`src/design/stcd_pkg.sv`:
```
// Shared types and codes for the stopwatch / countdown timer core.
// No dependencies; every other design file imports this package.
`default_nettype none

package stcd_pkg;

   localparam int TIME_WIDTH = 64;
   localparam int KIND_WIDTH = 3;
   localparam int STATE_WIDTH = 2;

   typedef logic [TIME_WIDTH-1:0] time_type;

   typedef enum logic [KIND_WIDTH-1:0] {
      KIND_TICK     = 3'd0,
      KIND_START    = 3'd1,
      KIND_PAUSE    = 3'd2,
      KIND_CONTINUE = 3'd3,
      KIND_RESET    = 3'd4,
      KIND_LOAD     = 3'd5
   } kind_type;

   typedef enum logic [STATE_WIDTH-1:0] {
      RS_READY   = 2'd0,
      RS_RUNNING = 2'd1,
      RS_LOADED  = 2'd2,
      RS_PAUSED  = 2'd3
   } run_state_type;

   // Timer state as left by the most recent item, handed to the result stage.
   typedef struct packed {
      logic          down;
      run_state_type mode;
      time_type      now_ticks;
      time_type      start_mark;
      time_type      pause_mark;
      time_type      loaded_length;
   } timer_view_type;

endpackage

`default_nettype wire

```
`src/design/stcd_state.sv`:
```
// Timer state registers and their update for each accepted item.
// Depends on stcd_pkg.
`default_nettype none

module stcd_state
   import stcd_pkg::*;
(
   input  wire logic                  clock,
   input  wire logic                  reset,
   input  wire logic                  csr_wen,
   input  wire logic                  csr_wdata,
   input  wire logic                  req_tvalid,
   output logic                       req_tready,
   input  wire logic [TIME_WIDTH-1:0] req_tdata,
   input  wire logic [KIND_WIDTH-1:0] req_tuser,
   input  wire logic                  take,
   output logic                       pending,
   output timer_view_type             view
);

   logic          down_ff;
   logic          pending_ff, pending_in;
   run_state_type mode_ff, mode_in;
   time_type      now_ff, now_in;
   time_type      start_ff, start_in;
   time_type      pause_ff, pause_in;
   time_type      len_ff, len_in;
   logic          accept;

   // Ready when no item is pending or the pending one is taken in this cycle.
   assign req_tready = !pending_ff || take;
   assign accept     = req_tvalid && req_tready;
   assign pending_in = accept || (pending_ff && !take);

   always_comb begin
      mode_in  = mode_ff;
      now_in   = now_ff;
      start_in = start_ff;
      pause_in = pause_ff;
      len_in   = len_ff;
      if (accept) begin
         unique case (kind_type'(req_tuser))
            KIND_TICK: begin
               now_in = now_ff + TIME_WIDTH'(1);
            end
            KIND_RESET: begin
               start_in = '0;
               pause_in = '0;
               len_in   = '0;
               mode_in  = RS_READY;
            end
            KIND_START: begin
               if ((mode_ff == RS_READY && !down_ff) || (mode_ff == RS_LOADED && down_ff)) begin
                  start_in = now_ff;
                  mode_in  = RS_RUNNING;
               end
            end
            KIND_PAUSE: begin
               if (mode_ff == RS_RUNNING) begin
                  pause_in = now_ff;
                  mode_in  = RS_PAUSED;
               end
            end
            KIND_CONTINUE: begin
               if (mode_ff == RS_PAUSED) begin
                  start_in = start_ff + (now_ff - pause_ff);
                  pause_in = '0;
                  mode_in  = RS_RUNNING;
               end
            end
            KIND_LOAD: begin
               if (mode_ff == RS_READY && down_ff) begin
                  len_in  = req_tdata;
                  mode_in = RS_LOADED;
               end
            end
            default: begin
               // Unassigned codes change nothing but still produce a result.
            end
         endcase
      end
   end

   always_ff @(posedge clock) begin
      if (reset) begin
         down_ff    <= 1'b0;
         pending_ff <= 1'b0;
         mode_ff    <= RS_READY;
         now_ff     <= '0;
         start_ff   <= '0;
         pause_ff   <= '0;
         len_ff     <= '0;
      end else begin
         if (csr_wen) begin
            down_ff <= csr_wdata;
         end
         pending_ff <= pending_in;
         mode_ff    <= mode_in;
         now_ff     <= now_in;
         start_ff   <= start_in;
         pause_ff   <= pause_in;
         len_ff     <= len_in;
      end
   end

   assign pending            = pending_ff;
   assign view.down          = down_ff;
   assign view.mode          = mode_ff;
   assign view.now_ticks     = now_ff;
   assign view.start_mark    = start_ff;
   assign view.pause_mark    = pause_ff;
   assign view.loaded_length = len_ff;

   a_tick_advances: assert property (@(posedge clock) disable iff (reset)
      !reset && accept && req_tuser == KIND_TICK |=> now_ff == $past(now_ff) + TIME_WIDTH'(1))
      else $error("tick did not advance the counter");

   a_reset_cmd: assert property (@(posedge clock) disable iff (reset)
      !reset && accept && req_tuser == KIND_RESET |=> mode_ff == RS_READY && len_ff == '0)
      else $error("reset command did not return to ready");

   a_hold_while_waiting: assert property (@(posedge clock) disable iff (reset)
      !reset && pending_ff && !take |=> $stable(now_ff) && $stable(mode_ff) && pending_ff)
      else $error("state moved while a result was still waiting");

endmodule

`default_nettype wire

```
`src/design/stcd_result.sv`:
```
// Time value computation and the registered result stage.
// Depends on stcd_pkg.
`default_nettype none

module stcd_result
   import stcd_pkg::*;
(
   input  wire logic                   clock,
   input  wire logic                   reset,
   input  wire logic                   pending,
   input  wire timer_view_type         view,
   output logic                        take,
   output logic                        rsp_tvalid,
   input  wire logic                   rsp_tready,
   output logic [TIME_WIDTH+7:0]       rsp_tdata
);

   logic          valid_ff, valid_in;
   time_type      time_ff;
   run_state_type state_ff;
   time_type      base;
   time_type      elapsed;
   time_type      over;
   time_type      left;
   time_type      time_value;

   // While paused the pause mark stands in for the counter, so paused time drops out.
   assign base    = (view.mode == RS_PAUSED) ? view.pause_mark : view.now_ticks;
   assign elapsed = base - view.start_mark;
   assign over    = elapsed - view.loaded_length;
   assign left    = view.loaded_length - elapsed;

   always_comb begin
      priority if (view.mode == RS_READY) begin
         time_value = '0;
      end else if (!view.down) begin
         time_value = elapsed;
      end else if (view.mode == RS_LOADED) begin
         time_value = view.loaded_length;
      end else if (over[TIME_WIDTH-1]) begin
         time_value = left;
      end else begin
         time_value = '0;
      end
   end

   assign take     = pending && (!valid_ff || rsp_tready);
   assign valid_in = take || (valid_ff && !rsp_tready);

   always_ff @(posedge clock) begin
      if (reset) begin
         valid_ff <= 1'b0;
      end else begin
         valid_ff <= valid_in;
      end
      if (take) begin
         time_ff  <= time_value;
         state_ff <= view.mode;
      end
   end

   assign rsp_tvalid = valid_ff;
   assign rsp_tdata  = {6'b0, state_ff, time_ff};

   a_take_shows: assert property (@(posedge clock) disable iff (reset)
      !reset && take |=> rsp_tvalid)
      else $error("result not presented after capture");

   a_ready_zero: assert property (@(posedge clock) disable iff (reset)
      !reset && take && view.mode == RS_READY |=> time_ff == '0 && state_ff == RS_READY)
      else $error("ready state must report zero");

   a_countdown_floor: assert property (@(posedge clock) disable iff (reset)
      !reset && take && view.down && view.mode == RS_RUNNING && !over[TIME_WIDTH-1]
      |=> time_ff == '0)
      else $error("expired countdown must report zero");

endmodule

`default_nettype wire

```
`src/design/stopwatch_countdown_timer_core.sv`:
```
// Stopwatch / countdown timer core. One item is taken per cycle unless the input stalls,
// and every item, tick or command, gives exactly one result; a full output register only
// stalls the input while the result in it is not taken. The state registers are updated
// at the accepting edge and the time value goes from them into the output register when
// the result stage takes it: a sustained one item per clock while rsp_tready is high.
// The user sets count_down through csr_ only while idle; the block does not enforce it.
// Depends on stcd_pkg, stcd_state and stcd_result.
`default_nettype none

module stopwatch_countdown_timer_core
   import stcd_pkg::*;
(
   input  wire logic                    clock,
   input  wire logic                    reset,
   input  wire logic                    csr_wen,
   input  wire logic                    csr_wdata,   // count_down
   input  wire logic                    req_tvalid,
   output logic                         req_tready,
   input  wire logic [TIME_WIDTH-1:0]   req_tdata,   // [63:0] load_value
   input  wire logic [KIND_WIDTH-1:0]   req_tuser,   // [2:0] kind
   output logic                         rsp_tvalid,
   input  wire logic                    rsp_tready,
   output logic [TIME_WIDTH+7:0]        rsp_tdata    // [63:0] time_value, [65:64] run_state
);

   timer_view_type view;
   logic           pending;
   logic           take;

   stcd_state u_state (
      .clock      (clock),
      .reset      (reset),
      .csr_wen    (csr_wen),
      .csr_wdata  (csr_wdata),
      .req_tvalid (req_tvalid),
      .req_tready (req_tready),
      .req_tdata  (req_tdata),
      .req_tuser  (req_tuser),
      .take       (take),
      .pending    (pending),
      .view       (view)
   );

   stcd_result u_result (
      .clock      (clock),
      .reset      (reset),
      .pending    (pending),
      .view       (view),
      .take       (take),
      .rsp_tvalid (rsp_tvalid),
      .rsp_tready (rsp_tready),
      .rsp_tdata  (rsp_tdata)
   );

endmodule

`default_nettype wire
```
`config.mk`:
```
export PLATFORM = sky130hd
export DESIGN_NAME = stopwatch_countdown_timer_core
export DESIGN_NICKNAME = d
export VERILOG_FILES = /design/src/design/stcd_pkg.sv /design/src/design/stcd_state.sv /design/src/design/stcd_result.sv /design/src/design/stopwatch_countdown_timer_core.sv
export SDC_FILE = /design/constraint.sdc
export NUM_CORES = 1
export LEC_CHECK = 0
export BUFFER_PORTS_ARGS = -buffer_cell sky130_fd_sc_hd__buf_2
export CAP_MARGIN = 20
export CORE_MARGIN = 3
export CORE_UTILIZATION = 35
export DETAILED_ROUTE_END_ITERATION = 6
export HOLD_SLACK_MARGIN = 0.1
export PLACE_DENSITY_LB_ADDON = 0.08
export SKIP_CTS_REPAIR_TIMING = 1
export SYNTH_ARGS = -nofsm -noshare
export SYNTH_HDL_FRONTEND = slang
export SYNTH_SLANG_ARGS = --single-unit
```
`constraint.sdc`:
```
create_clock -name clock -period 12.7 [get_ports clock]
set_input_delay 2.54 -clock clock [delete_from_list [all_inputs] [get_ports clock]]
set_output_delay 2.54 -clock clock [all_outputs]
set_load 0.01 [all_outputs]
```
# Yosys cells after proc, flatten, opt, wreduce, memory -nomap -nowiden

Index checks and enable logic that the tools add are counted.

Flip-flop bits (word level): 327
Input port bits: 73
Word-level logic and storage cells: 73

$add $sub $neg: 6
Equal/unequal tests: 12
Multiplexer cells: 17
Reduce and logical (&&, ||, !) cells: 28

Operators with widths:

| kind                    | number |
|---|---|
| $mux W64                | 9 |
| $pmux W64 S3            | 2 |
| $sub A64 B64 Y64        | 4 |
| $pmux W64 S2            | 1 |
| $add A64 B1 Y64 const B | 1 |
| $add A64 B64 Y64        | 1 |
| $pmux W2 S5             | 1 |
| $mux W2                 | 4 |
| $ne A2 B1 Y1 const B    | 4 |
| $reduce_and A4 Y1       | 2 |
| $logic_and A1 B1 Y1     | 7 |
| $eq A3 B2 Y1 const B    | 2 |
| $eq A3 B3 Y1 const B    | 2 |
| $reduce_and A6 Y1       | 1 |
| $reduce_bool A3 Y1      | 2 |
| $logic_not A1 Y1        | 5 |
| $logic_or A1 B1 Y1      | 5 |
| $reduce_bool A5 Y1      | 1 |
| $eq A2 B2 Y1 const B    | 2 |
| $eq A3 B1 Y1 const B    | 1 |
| $logic_not A3 Y1        | 1 |
| $reduce_and A3 Y1       | 1 |
| $eq A2 B1 Y1 const B    | 1 |
| $logic_not A2 Y1        | 1 |
| other kinds (2)         | 2 |

# Longest topological paths before layout

Depth in word-level cells: 7
Mapped depth: 37

# Hierarchy

Synthesis repeated with hierarchy kept, for this count alone.

Cells, all modules: 4,001
Area, all modules: 30,579.3 sq um

By module, submodules not included:

| module      | instances | cells each | area each (sq um) | sequential area each (sq um) |
|---|---|---|---|---|
| stcd_state  | 1         | 2,101      | 16,480.8          | 5,205.0 |
| stcd_result | 1         | 1,900      | 14,098.5          | 2,001.9 |

# Least setup slack after synthesis

OpenSTA, ideal clock, no wires.

Path type: register to register
Start point: register u_state.mode_ff[1]
End point: register u_result.time_ff[11] (data pin)
Setup time: 0.266 ns
Arrival: 6.447 ns
Required time: 12.434 ns
Setup slack: 5.987 ns
Stages on the path, launching flop included: 37
Buffers on the path: 5
Clock period less this slack: 6.713 ns
Path through: dfxtp_1 > clkbuf_1 > nand2_1 > clkbuf_1 > mux2_2 > ha_1 > buf_6 > a211oi_2 > o211ai_1 > a221o_1 > o31a_1 > o21ai_1 > a211oi_1 > o21ai_0 > a21boi_0 > o21ai_0 > nand2b_1 > xnor2_1 > inv_1 > ha_1 > clkbuf_1 > a21o_1 > a21oi_1 > o21bai_1 > a21oi_1 > nor2b_1 > o21ai_0 > nand2b_1 > a21oi_1 > o21ai_0 > nor3_1 > xor2_1 > nand2_1 > nor2_4 > buf_2 > a222oi_1 > nor2_1

Word-level cells in the longest chain between the ends: 7
Elaborated cells on any way between the ends: 10
Those cells by class: add/sub (3); eq/ne (2); mux (4); reduce/logical (1)

Ends and longest elaborated chain:

| what                                | line                                 | text |
|---|---|---|
| from (decl)                         | stcd_state.sv:23                     | `run_state_type mode_ff, mode_in;` |
| from (signal assigned)              | stcd_state.sv:98                     | `mode_ff <= mode_in;` |
| $eq A2 B2 Y1                        | stcd_result.sv:28                    | `assign base = (view.mode == RS_PAUSED) ? view.pause_mark : view.now_ticks;` |
| $mux W64                            | stcd_result.sv:28                    |  |
| $sub A64 B64 Y64                    | stcd_result.sv:29                    | `assign elapsed = base - view.start_mark;` |
| $sub A64 B64 Y64 (on tied branches) | stcd_result.sv:31, stcd_result.sv:30 |  |
| $mux W64                            | stcd_result.sv:40                    | `end else if (over[TIME_WIDTH-1]) begin` |
| $mux W64                            | stcd_result.sv:38                    | `end else if (view.mode == RS_LOADED) begin` |
| $mux W64                            | stcd_result.sv:36                    | `end else if (!view.down) begin` |
| to (signal assigned)                | stcd_result.sv:57                    | `time_ff <= time_value;` |
| to (decl)                           | stcd_result.sv:19                    | `time_type time_ff;` |

Parallel ways exist; a longest one is shown, timed or not.
A chain may end at the register's enable or synchronous reset.

# Worst setup path in the final report

Start point: register u_state.mode_ff[1]
End point: register u_result.time_ff[31] (data pin)

The elaborated chain is that of the path after synthesis.

==> impl_metrics.tcl <==
set metrics [dict create \
    core_area_um2 82200 \
    drc 0 \
    antenna_found_initial 0 \
    synth-edff-count 66 \
    critPathSlowestCell "nor2_4" \
    synth_simple_gate_area_frac 0.182 \
    synthAdderAreaFrac 0.137 \
    nFillCells 8631 \
    fin_area_um2 32200 \
    syn_to_final_growth_pct 10.6 \
    drive_gt1_frac 0.0940 \
    synth-seq-cells 327 \
    netlist_top_cells_area "dfxtp_1 (18%), ha_1 (9.2%), edfxtp_1 (6.8%)" \
    dpl.cell_count 4787 \
    max_slew_margin 0.304 \
    wire_per_inst_um 21.6 \
    clock_latency_ns 0.60 \
    setup_viol 0 \
    yosys.area.top_type "dfxtp_1" \
    dpl-instance-area_um2 30600 \
    required_ns 13.12 \
    num_rows 105 \
    arrival_ns 9.50 \
    cts_tree "built" \
    vias 27100 \
    status "completed" \
    grt_use_total 0.238 \
    synthMuxAreaShare 0.0381 \
    die_area_um2 86700 \
    critPathMaxStageDelay_ns 0.85 \
    clkTransAtPathRegs_ns 0.06 \
    start_util 0.354 \
    firstDrtPassIters 7 \
    fin_skew_ns 0.0286 \
    clock_sinks 327 \
    wl_met3_um 5270 \
    netlist_area_um2 29100 \
    p_leak_nw 13.3 \
    tightestPinTransition_ns 1.04 \
    overflow 0 \
    path_class "reg2reg" \
    cts_root_buffer "clkbuf_16" \
    rsz0062_at_grt "false" \
    fin_hold_ws_ns 0.453 \
    vias_per_cell 5.57 \
    post-route-period-util 0.715 \
    place_congestion 0.919 \
    portBuffers 140 \
    dp_hpwl_um 79100 \
    crit_path_start_kind "flop" \
    synth_warnings 0 \
    mostFrequentLayoutCells "inv_1 (432), nor2_1 (376), a21oi_1 (302), dfxtp_1 (261), nand2_1 (256)" \
    async_flop_share 0 \
    peakVddDrop_uv 76.3 \
    syn_inst 3743 \
    grt_pass1_vias 25800 \
    dpl_worst_slack_ns 3.65 \
    maxCapViolCount 0 \
    multi_input_area_um2 19500 \
    critPathBufInv 2 \
    h-tree-depth 2 \
    ys.flop_type "dfxtp_1" \
    fin_crit_ns 9.08 \
    drt-total-wl_um 105000 \
    wl_met1_um 54000 \
    met2_length_um 44000 \
    synth_cell_types 99 \
    antennaDiodeCount 0 \
    hp-class "reg2reg" \
    worst_setup_path_end_kind "flop" \
    final_common_cell "inv_1" \
    synth_compound_area_frac 0.245 \
    synth_top_area_frac 0.179 \
    fin_cells 4867 \
    grt_pass1_wl_um 162000 \
    antenna_left 0 \
    die_y_um 294 \
    die_width_um 294 \
    path_delay_family "simple AND/OR/NAND/NOR gates" \
    crit_fanout 36 \
    clock_path_buffers 3 \
    grt_max_degree 113 \
    boundaryPins 147 \
    ys_seq_area_frac 0.248 \
    synthXorXnorAreaFrac 0.0662 \
    fmax_mhz 110 \
    seq_area_um2 7210 \
    drv_slew 0 \
    first_iter_violations 2083 \
    hold_viol 0 \
    synth_top_family_by_area "compound AO/OA/AOI/OAI gates" \
    top_layer "met4" \
    finalWorstSetupSlack_ns 3.62 \
    cts_buffers 44 \
    syn_area_per_cell_um2 7.78 \
    powerDensity_nw_per_um2 119 \
    layout.nets 4116 \
    tns_ns 0 \
]
Yosys cell counts (all sizes together), types with 47 or more instances:
| master | count |
|---|---|
| inv | 433 |
| nor2 | 381 |
| a21oi | 306 |
| dfxtp | 261 |
| nand2 | 260 |
| ha | 215 |
| clkbuf | 161 |
| xnor2 | 160 |
| o21ai | 147 |
| nand3 | 136 |
| a21o | 95 |
| a22oi | 92 |
| nor3 | 80 |
| edfxtp | 66 |
| fa | 65 |
| mux2 | 63 |
| xor2 | 60 |
| a211oi | 51 |
| nand4 | 51 |
| o21a | 47 |
layer usage:
layer / up-vias / GRT usage
li1: 13300 / -
met1: 13000 / 0.364
met2: 703 / 0.358
met3: 89 / 0.0285
met4: 0 / 0.0449
met5: - / 0
state kept, by name (all words and copies together), names as in the netlist:
| name | cells |
|---|---|
| u_result.rsp_tvalid | 1 |
| u_result.state_ff | 2 |
| u_result.time_ff | 64 |
| u_state.down_ff | 1 |
| u_state.len_ff | 64 |
| u_state.mode_ff | 2 |
| u_state.now_ff | 64 |
| u_state.pause_ff | 64 |
| u_state.pending | 1 |
| u_state.start_ff | 64 |
power breakdown:
group	total, mW	internal, mW	switching (mW)	leakage, nW
clock	1.35	0.830	0.517	0.762
combinational	1.39	0.523	0.870	9.79
sequential	1.10	1.09	0.0127	2.74
worst paths after layout:
| check | start | end | slack [ns] | cells after the start |
|---|---|---|---|---|
| worst max-delay path | u_state.mode_ff[1] | u_result.time_ff[31] | 3.62 | 28 |
| worst min-delay path | u_state.start_ff[61] | u_state.start_ff[61] | 0.45 | 2 |
| worst max register to register | u_state.mode_ff[1] | u_result.time_ff[31] | 3.62 | 28 |
| worst min register to register | u_state.start_ff[61] | u_state.start_ff[61] | 0.45 | 2 |
worst reg2reg max path, delay by kind of cell (launching register included):
kind / cells / cell delay (ns)
simple gates: 13 / 3.92
buf+inv: 2 / 0.53
compound gates: 8 / 2.06
mux: 1 / 0.42
xor+xnor: 2 / 0.48
fa+ha+maj: 2 / 0.96
flops: 1 / 0.55
through the flow:
stage	power [mW]	util
CTS	3.88	0.391
finish	3.84	0.391
floorplan	2.12	-
detailed placement	2.50	0.373
global placement	2.51	0.372
global route	4.07	0.391
cell type report:
| type | count | area share |
|---|---|---|
| multi-input combinational | 2788 | 0.607 |
| sequential | 327 | 0.224 |
| inverter | 434 | 0.0506 |
| tap | 1070 | 0.0416 |
| clock buffer | 63 | 0.0402 |
| timing repair buffer | 168 | 0.0290 |
| clock inverter | 17 | 0.00781 |
cell families (layout without fill, tap and decap cells):
| kind of cell | after synthesis | in the layout |
|---|---|---|
| XOR/XNOR | 220 | 220 |
| other | 1 | 6 |
| flip-flops | 327 | 327 |
| buffers and inverters | 633 | 682 |
| AO/OA/AOI/OAI | 1056 | 1056 |
| multiplexers | 103 | 103 |
| AND/OR/NAND/NOR | 1123 | 1123 |
| adder cells (fa/ha/maj) | 280 | 280 |
Power figures use the tool's default switching activity.
